`src/rtl/swm_pkg.sv`:
```
// ----------------------------------------------------------------------------
// swm_pkg
// Shared types and constants for the sliding-window maximum filter.
// ----------------------------------------------------------------------------
`default_nettype none

package swm_pkg;

  // Width of the window length register
  localparam int unsigned CFG_W = 7;

  // Control that the top level broadcasts to every cell of the row
  typedef struct packed {
    logic shift;  // an item is accepted: every cell takes its neighbor's data
    logic clear;  // the item starts a new stream
  } cell_ctl_t;

  // Tag that travels down the pipeline next to the data of one item
  typedef struct packed {
    logic vld;    // this item yields a result
    logic last;   // this item is the last of its stream
  } pipe_tag_t;

endpackage : swm_pkg

`default_nettype wire

```
`src/rtl/swm_cell.sv`:
```
// ----------------------------------------------------------------------------
// swm_cell
// One candidate slot of the row. Cell AGE holds the sample that arrived AGE
// items ago, with a live bit that says it may still be the window maximum.
// ----------------------------------------------------------------------------
`default_nettype none

module swm_cell #(
  parameter int unsigned W   = 16,
  parameter int unsigned KW  = 7,
  parameter int unsigned AGE = 0
) (
  input  wire logic                clk,
  input  wire logic                rst_n,
  input  wire swm_pkg::cell_ctl_t  ctl,
  input  wire logic [KW-1:0]       k,
  input  wire logic signed [W-1:0] new_sample,
  input  wire logic signed [W-1:0] prev_value,
  input  wire logic                prev_live,
  output logic signed [W-1:0]      value,
  output logic                     live
);

  import swm_pkg::*;

  logic signed [W-1:0] value_r;
  logic                live_r;
  logic                live_nxt;

  // Decide whether the entry coming from the neighbor stays a candidate
  generate
    if (AGE == 0) begin : g_head
      // insert slot: the new sample is always a candidate
      assign live_nxt = 1'b1;
    end else begin : g_body
      logic in_window;
      logic dominated;
      assign in_window = (KW'(AGE) < k);
      assign dominated = (prev_value <= new_sample);
      assign live_nxt  = prev_live && !ctl.clear && in_window && !dominated;
    end
  endgenerate

  // Hold the live bit; drop everything on reset
  always_ff @(posedge clk) begin
    if (!rst_n) begin
      live_r <= 1'b0;
    end else if (ctl.shift) begin
      live_r <= live_nxt;
    end
  end

  // Advance the value along the row
  always_ff @(posedge clk) begin
    if (ctl.shift) begin
      value_r <= prev_value;
    end
  end

  assign value = value_r;
  assign live  = live_r;

endmodule : swm_cell

`default_nettype wire

```
`config.mk`:
```
export PLATFORM = sky130hd
export DESIGN_NAME = swm_cell
export DESIGN_NICKNAME = d
export VERILOG_FILES = /design/src/rtl/swm_pkg.sv /design/src/rtl/swm_cell.sv
export SDC_FILE = /design/constraint.sdc
export NUM_CORES = 1
export LEC_CHECK = 0
export BUFFER_PORTS_ARGS = -buffer_cell sky130_fd_sc_hd__buf_2
export CAP_MARGIN = 40
export CORE_UTILIZATION = 33
export DETAILED_ROUTE_END_ITERATION = 8
export PLACE_DENSITY = 0.81
export SKIP_LAST_GASP = 1
export SLEW_MARGIN = 15
export SYNTH_ARGS = -nofsm -noshare
export SYNTH_HDL_FRONTEND = slang
export SYNTH_SLANG_ARGS = --single-unit
export TNS_END_PERCENT = 5
```
`constraint.sdc`:
```
create_clock -name clk -period 0.9 [get_ports clk]
set_clock_uncertainty 0.05 [all_clocks]
set_input_delay 0.09 -clock clk [delete_from_list [all_inputs] [get_ports clk]]
set_output_delay 0.09 -clock clk [all_outputs]
set_load 0.01 [all_outputs]
```
==> run summary <==
### Outcome
* run status: finished, violations left
* violations in the final reports: setup timing

### Floorplanning
* initial cell density of the core: 0.372
* Die X-Extent: 41.2 um
* placement row count: 13
* placeable core region: 1370 um^2
* Top Ports: 61
* Die H: 41.2 um
* Die Footprint: 1700 um^2

### GRT
* first-pass GRT wire length: 1380 um
* antenna violations before repair: 0
* number of global-route vias before repair: 346
* aggregate global-route resource usage: 0.141
* GR Overflow Total: 0
* maximum number of pins on one net before global-route repair: 18

### Detailed routing
* mean routed wirelength per cell: 12.5 um
* total via count after detailed routing: 372
* DRC violations left: 0
* sum of routed wire length over all layers: 1110 um
* number of search-and-repair iterations in the first detailed-routing pass: 4
* Detailed Route Iter0 Violations: 5
* count of nets left with antenna violations after detail routing: 0
* vias per std cell: 4.18

### Timing
* final-report hold violation count: 0
* min setup slack post-route: -78.3 ps
* actual slew at the worst max-slew pin: 369 ps
* RSZ-0062 raised after global routing: true
* Tcrit/Tclk final: 1.09
* smallest hold slack: 194 ps
* Max Transition Viols Final: 0
* Achievable Freq: 1020 MHz
* worst slew margin relative to its limit: 0.754
* minimum clock period after layout: 978 ps
* number of failing setup endpoints in the final timing report: 16

### Synthesis
* register area share after synthesis: 0.985
* mapped cell area: 508 um^2
* total of warnings raised by yosys: 0
* post-synthesis area per instance: 28.2 um^2
* Mapped Nets: 62
* biggest area contributors in the synthesized netlist: edfxtp_1, dfxtp_1, o21a_1
* library cell occupying the most area in the post-synthesis netlist: edfxtp_1
* synthesized netlist cell count: 18
* Synth Register Bits: 17
* Distinct cells, synth: 3
* share of Yosys cell area claimed by the top area cell type: 0.946

### Setup path
* slowest library cell on the worst path: edfxtp_1
* arrival time worst endpoint: 840 ps
* Critical Path Max Stage Delay: 400 ps
* Critical Path Source Type: register
* list of cells traversed by the critical path: buf_2
* Worst EP required: 760 ps
* critical path endpoint category: output port
* Worst path top cell family by delay: flip-flops
* top fanout value on the critical path: 1
* Buf/Inv on CP: 1
* kind of critical path: reg2out

### Finish
* ratio of cells with drive above 1 in the final layout: 0.514
* FILL cells: 109
* synthesis-to-finish area growth: 76.8%
* area of all sequential standard cells: 500 um^2
* Post-layout nets: 119
* n_diodes: 0
* multi-input combinational cell area: 7.51 um^2

### Power
* PD cells: 1700 nW/um^2
* Leak: 0.391 nW
* worst supply voltage drop on vdd: 1.01 mV

### Clock tree
* Clock Sinks: 17
* number of buffers between clock root and the deepest sink: 2
* H-Tree Depth: 1
* clk slew on worst S/H paths: 90 ps
* clock latency on the worst-skew pair: 270 ps
* cell at the root of the clock tree: clkbuf_4
* Num CTS Buffers: 3
* TritonCTS clock tree: yes

### Job
* max-cap violation count: 0

### Place
* weighted congestion at the end of routability-driven global placement: 0.532
* Placement Setup Slack: 77.4 ps
* input/output buffers: 35

### Hold path
* class of the tightest hold or removal check: in2reg

Yosys cell counts:
| master | instances |
|---|---|
| o21a_1 | 1 |
| dfxtp_1 | 1 |
| edfxtp_1 | 16 |
layer usage:
layer,global-route usage,share of wire,wire (um)
met1,0.122,0.36,400
met2,0.281,0.57,630
met3,0.0543,0.070,78
met4,0.0484,0,0
met5,0,0,0
layout make-up:
cell class	count	share of cell area
multi-input combinational	1	0.00836
clock buffer	4	0.0292
timing repair buffer	52	0.384
sequential	17	0.557
tap	15	0.0209
state kept, by name, summed over array words and instances (netlist names):
| register | count |
|---|---|
| value | 16 |
| live | 1 |
worst paths after layout:
| kind | from | to | slack, ps | depth (start not counted) |
|---|---|---|---|---|
| max | value[1] | value[1] | -80 | 1 |
| min | ctl[1] | value[1] | 190 | 1 |
| max reg2reg | live | live | 260 | 1 |
| min reg2reg | live | live | 430 | 1 |
cells by family after synthesis:
logic type,synth area share
flip-flops,0.985
AO/OA/AOI/OAI,0.0148
report_power, final:
group          switching (W)  internal, W
sequential         0.0000143     0.000931
combinational      0.0000865     0.000115
clock               0.000212     0.000171
cells in the final DEF, fill, tap and decap left out:
cell,synthesis,routed
edfxtp_1,16,16
dfxtp_1,1,1
o21a_1,1,1
dlygate4sd3_1,0,17
buf_2,0,35
clkbuf_4,0,3
clkbuf_1,0,1
stage by stage:
| stage | std cells | area, um^2 | TNS [ps] | util | total power [W] |
|---|---|---|---|---|---|
| finish | 89 | 898 | -413 | 0.658 | 0.00153 |
| detailed placement | 68 | 702 | 0 | 0.514 | 0.00111 |
| global route | 89 | 898 | -1150 | 0.658 | 0.00160 |
| floorplan | 18 | 508 | 0 | - | 0.00100 |
| CTS | 89 | 898 | -496 | 0.658 | 0.00154 |
| global placement | 68 | 702 | 0 | 0.514 | 0.00110 |
what timing repair did:
action                                  4_1_cts  5_1_grt
hold buffers                                 17        0
endpoints found under the setup margin       16       17
endpoints found under the hold margin        17        0
setup buffers                                 0        0
gates resized for setup                       0        0
(Power assumes the default switching activity.)
