File: config.mk
export PLATFORM = sky130hd
export DESIGN_NAME = swm_max_tree
export DESIGN_NICKNAME = d
export VERILOG_FILES = /design/src/rtl/swm_pkg.sv /design/src/rtl/swm_max_tree.sv
export SDC_FILE = /design/constraint.sdc
export NUM_CORES = 2
export LEC_CHECK = 0
export BUFFER_PORTS_ARGS = -buffer_cell sky130_fd_sc_hd__buf_4
export CELL_PAD_IN_SITES_DETAIL_PLACEMENT = 0
export CELL_PAD_IN_SITES_GLOBAL_PLACEMENT = 1
export CORE_ASPECT_RATIO = 1.25
export CORE_UTILIZATION = 43
export DETAILED_ROUTE_END_ITERATION = 16
export MAX_ROUTING_LAYER = met4
export PLACE_DENSITY_LB_ADDON = 0.05
export SYNTH_ARGS = -nofsm -noshare
export SYNTH_HDL_FRONTEND = slang
export SYNTH_SLANG_ARGS = --single-unit
File: constraint.sdc
create_clock -name clk -period 2.25 [get_ports clk]
set_input_delay 0.1125 -clock clk [delete_from_list [all_inputs] [get_ports clk]]
set_output_delay 0.1125 -clock clk [all_outputs]
set_load 0.02 [all_outputs]
File: src/rtl/swm_pkg.sv
// ----------------------------------------------------------------------------
// swm_pkg
// Shared types and constants for the sliding-window maximum filter.
// ----------------------------------------------------------------------------
`default_nettype none

package swm_pkg;

  // Width of the window length register
  localparam int unsigned CFG_W = 7;

  // Control that the top level broadcasts to every cell of the row
  typedef struct packed {
    logic shift;  // an item is accepted: every cell takes its neighbor's data
    logic clear;  // the item starts a new stream
  } cell_ctl_t;

  // Tag that travels down the pipeline next to the data of one item
  typedef struct packed {
    logic vld;    // this item yields a result
    logic last;   // this item is the last of its stream
  } pipe_tag_t;

endpackage : swm_pkg

`default_nettype wire

File: src/rtl/swm_max_tree.sv
// ----------------------------------------------------------------------------
// swm_max_tree
// Registered binary maximum tree over unsigned keys. Every tree level is one
// pipeline stage.
// ----------------------------------------------------------------------------
`default_nettype none

module swm_max_tree #(
  parameter int unsigned LEAVES = 64,
  parameter int unsigned W      = 16
) (
  input  wire logic         clk,
  input  wire logic         adv,
  input  wire logic [W-1:0] leaf_key [LEAVES],
  output logic [W-1:0]      root_key
);

  import swm_pkg::*;

  // Heap numbering: node 1 is the root, node i has children 2i and 2i+1
  logic [W-1:0] node_q [1:LEAVES-1];

  generate
    for (genvar i = 1; i < LEAVES; i++) begin : g_node
      logic [W-1:0] lft;
      logic [W-1:0] rgt;
      logic [W-1:0] nd_r;

      // Pick the children: leaves at the bottom level, nodes above it
      if (2 * i >= LEAVES) begin : g_leaf
        assign lft = leaf_key[2 * i - LEAVES];
        assign rgt = leaf_key[2 * i + 1 - LEAVES];
      end else begin : g_inner
        assign lft = node_q[2 * i];
        assign rgt = node_q[2 * i + 1];
      end

      // Keep the larger key
      always_ff @(posedge clk) begin
        if (adv) begin
          nd_r <= (lft >= rgt) ? lft : rgt;
        end
      end

      assign node_q[i] = nd_r;
    end
  endgenerate

  assign root_key = node_q[1];

endmodule : swm_max_tree

`default_nettype wire

==> impl_metrics.env <==
export IMPL_yosys_top_cells_area="edfxtp_1 (43%), ha_1 (18%), mux2_4 (13%), mux2_2 (6.3%), inv_1 (6.0%)"
export IMPL_path_buf_inv=2
export IMPL_final_util=0.6691
export IMPL_grt_overflow=0
export IMPL_detail_route_drc_violations=0
export IMPL_place_port_buffers=1041
export IMPL_cts_sinks=1008
export IMPL_yosysUniqueCellTypes=37
export IMPL_slew_viol_final=0
export IMPL_worst_slack_ns=-0.4390
export IMPL_grt_usage=0.2766
export IMPL_layout_common_cells="buf_4 (2244), inv_1 (1105), dlygate4sd3_1 (1010)"
export IMPL_leakagePower_nw=52.89
export IMPL_cts_made_buffers=109
export IMPL_synth_area_um2=70920
export IMPL_endpoint_kind="flip-flop"
export IMPL_io_pins=1042
export IMPL_slowest_delay_ns=0.52
export IMPL_synth_top_area_frac=0.4268
export IMPL_num_rows=166
export IMPL_met3_usage=0.03479
export IMPL_ant_nets=0
export IMPL_synth_area_per_cell_um2=12.80
export IMPL_die_area_um2=166600
export IMPL_grt_pass1_vias=59060
export IMPL_yosys_area_top_type="edfxtp_1"
export IMPL_gp_congestion=0.9163
export IMPL_drive_gt1_frac=0.4356
export IMPL_finalSetupViolCount=526
export IMPL_min_period_ns=2.689
export IMPL_synth_fp_nets=7575
export IMPL_cp_required_ns=2.73
export IMPL_wl_um=232800
export IMPL_cpMostUsedCell="buf_6"
export IMPL_run_status="complete, but fails checks"
export IMPL_final_common_cell="buf_4"
export IMPL_place_area_um2=89490
export IMPL_clock_latency_ns=0.74
export IMPL_synth_ff_latch_count=1008
export IMPL_cap_violations=0
export IMPL_fin_crit_sh=1.195
export IMPL_cp_top_family="simple AND/OR/NAND/NOR gates"
export IMPL_cp_startpoint="g_node[31].lft[10]"
export IMPL_hold_class="in -> reg"
export IMPL_antenna_found_initial=40
export IMPL_h_tree_depth=3
export IMPL_critical_path_class="reg -> reg"
export IMPL_grt_busiest_layer="met2"
export IMPL_path_clk_slew_ns=0.06
export IMPL_first_pass_iters=7
export IMPL_final_area_um2=109500
export IMPL_netlist_instances=5541
export IMPL_powerDensity_nw_per_um2=690.0
export IMPL_cts_tree="done"
export IMPL_ir_drop_uv=635.0
export IMPL_dp_hpwl_um=177600
export IMPL_coreArea_um2=163700
export IMPL_grt_max_degree=76
export IMPL_r2r_start="g_node[31].lft[10]"
export IMPL_fin_tns_setup_ns=-154.72
export IMPL_violations="hold timing, setup timing"
export IMPL_crit_path_top_delay_cell="or4_4"
export IMPL_via_per_inst=4.944
export IMPL_die_x_um=365.3
export IMPL_arrival_ns=3.17
export IMPL_critPathLaunchType="flip-flop"
export IMPL_crit_chain="ha_1 > nand4_1 > or4_4 > o32ai_4 > a211o_1 > buf_6 > buf_6 > mux2_4"
export IMPL_worst_pin_slew_ns=0.7410
export IMPL_rsz0062_at_grt="yes"
export IMPL_clk_path_buf_depth=3
export IMPL_root_buffer="clkbuf_16"
export IMPL_vias=55910
export IMPL_grt_pass1_wl_um=339100
export IMPL_yosysWarningCount=0
export IMPL_max_slew_margin=0.5050
export IMPL_initial_core_util=0.4333
export IMPL_grt_use_met2=0.5031
export IMPL_drtIter0Drc=2300
export IMPL_report_final_hold_viol_count=2
export IMPL_syn_to_final_growth_pct=54.40
export IMPL_worstPathMaxFanout=3
export IMPL_hold_path_startpoint="leaf_key[874]"
export IMPL_die_h_um=456.1
export IMPL_whs_ns=-0.004936
export IMPL_max_freq_ghz=0.3719
export IMPL_nets=11040
export IMPL_worst_clock_skew_ns=0.03184
export IMPL_gr_usage_met1=0.3096
export IMPL_routedWlPerCell_um=20.58
export IMPL_ys_seq_area_frac=0.4268
==> worst reg2reg max path: stages (launching register included) <==
cell and delay [ns]:
edfxtp_1 0.43, ha_1 0.33, nand4_1 0.14, or4_4 0.52
o32ai_4 0.26, a211o_1 0.22, buf_6 0.13, buf_6 0.10
mux2_4 0.30
==> cell usage after synthesis <==
master        n
o221ai_1     61
o41a_1        2
a21o_1       56
a311o_1       1
nand4_1     123
mux2_2      398
buf_12       56
buf_6        65
nand2b_1     58
nor2_1       59
mux2_1       10
a21boi_0      4
nand2b_4      5
a2111oi_4     5
edfxtp_1   1008
a2111o_1      4
a2111oi_2    57
o21ai_0      12
and4_1        6
a21o_2        1
o21a_1      118
nor2b_1       2
buf_2         2
nand2_1     188
nand3_1       4
a211oi_4      1
nor4_1        4
ha_1       1008
a211oi_1      1
a211o_1      60
a21oi_1     315
mux2_4      600
o32ai_1      56
or4_1        56
a2111oi_0     2
o211ai_2      2
inv_1      1131
==> path summary, 6_finish.rpt <==
check	depth (start not counted)	end	slack, ns
worst max register to register	8	g_node[15].rgt[14]	-0.44
worst min-delay path	4	g_node[18].lft[10]	-0.005
worst min register to register	1	g_node[14].lft[3]	0.56
worst max-delay path	8	g_node[15].rgt[14]	-0.44
==> sequential cells by signal, summed over array words and instances (netlist names) <==
signal and count:
g_node.lft 416, g_node.nd_r 160, g_node.rgt 416, root_key 16
==> routing by layer <==
metal	wire length [µm]	vias up
met5	0	-
met2	122200	1245
met3	9385	400
met1	93200	27080
met4	8009	0
li1	-	27180
==> where the power goes <==
group / switching [mW] / internal, mW
logic: 12.2 / 17.9
registers: 2.18 / 24.7
clock network: 7.86 / 10.7
==> cell type report <==
cell class	instances	area [µm²]
antenna	28	70.07
timing repair buffer	3474	30120
clock buffer	126	2855
sequential	1008	30270
inverter	1131	4245
clock inverter	80	825.8
multi-input combinational	3279	38380
tap	2184	2733
fill	12470	54160
==> logic make-up (layout without fill, tap and decap cells) <==
group	Yosys count	after routing	share of synthesized area
buffers and inverters	1254	4811	0.08613
adder cells (fa/ha/maj)	1008	1008	0.1778
multiplexers	1008	1008	0.1918
flip-flops	1008	1008	0.4268
AO/OA/AOI/OAI	758	758	0.07999
AND/OR/NAND/NOR	505	505	0.03749
other	0	28	0
==> timing repair <==
action,4_1_cts,5_1_grt
pin swaps,145,221
setup buffers,102,95
hold endpoints to repair,587,26
cloned,15,11
endpoints found under the setup margin,512,906
hold buffers,1025,28
resized for setup,391,387
==> stage by stage <==
stage	hold slack (ns)	power, mW	setup WS, ns	cells
floorplan	0.2250	41.28	-0.1753	5541
global placement	0.4236	51.51	-1.039	9850
detailed placement	0.4245	51.78	-1.061	9850
CTS	0.05879	74.91	-0.4520	11190
global route	0.004650	79.28	-0.5284	11310
finish	-0.004936	75.56	-0.4390	11310
Note: power is estimated with default switching activity, not from simulation.
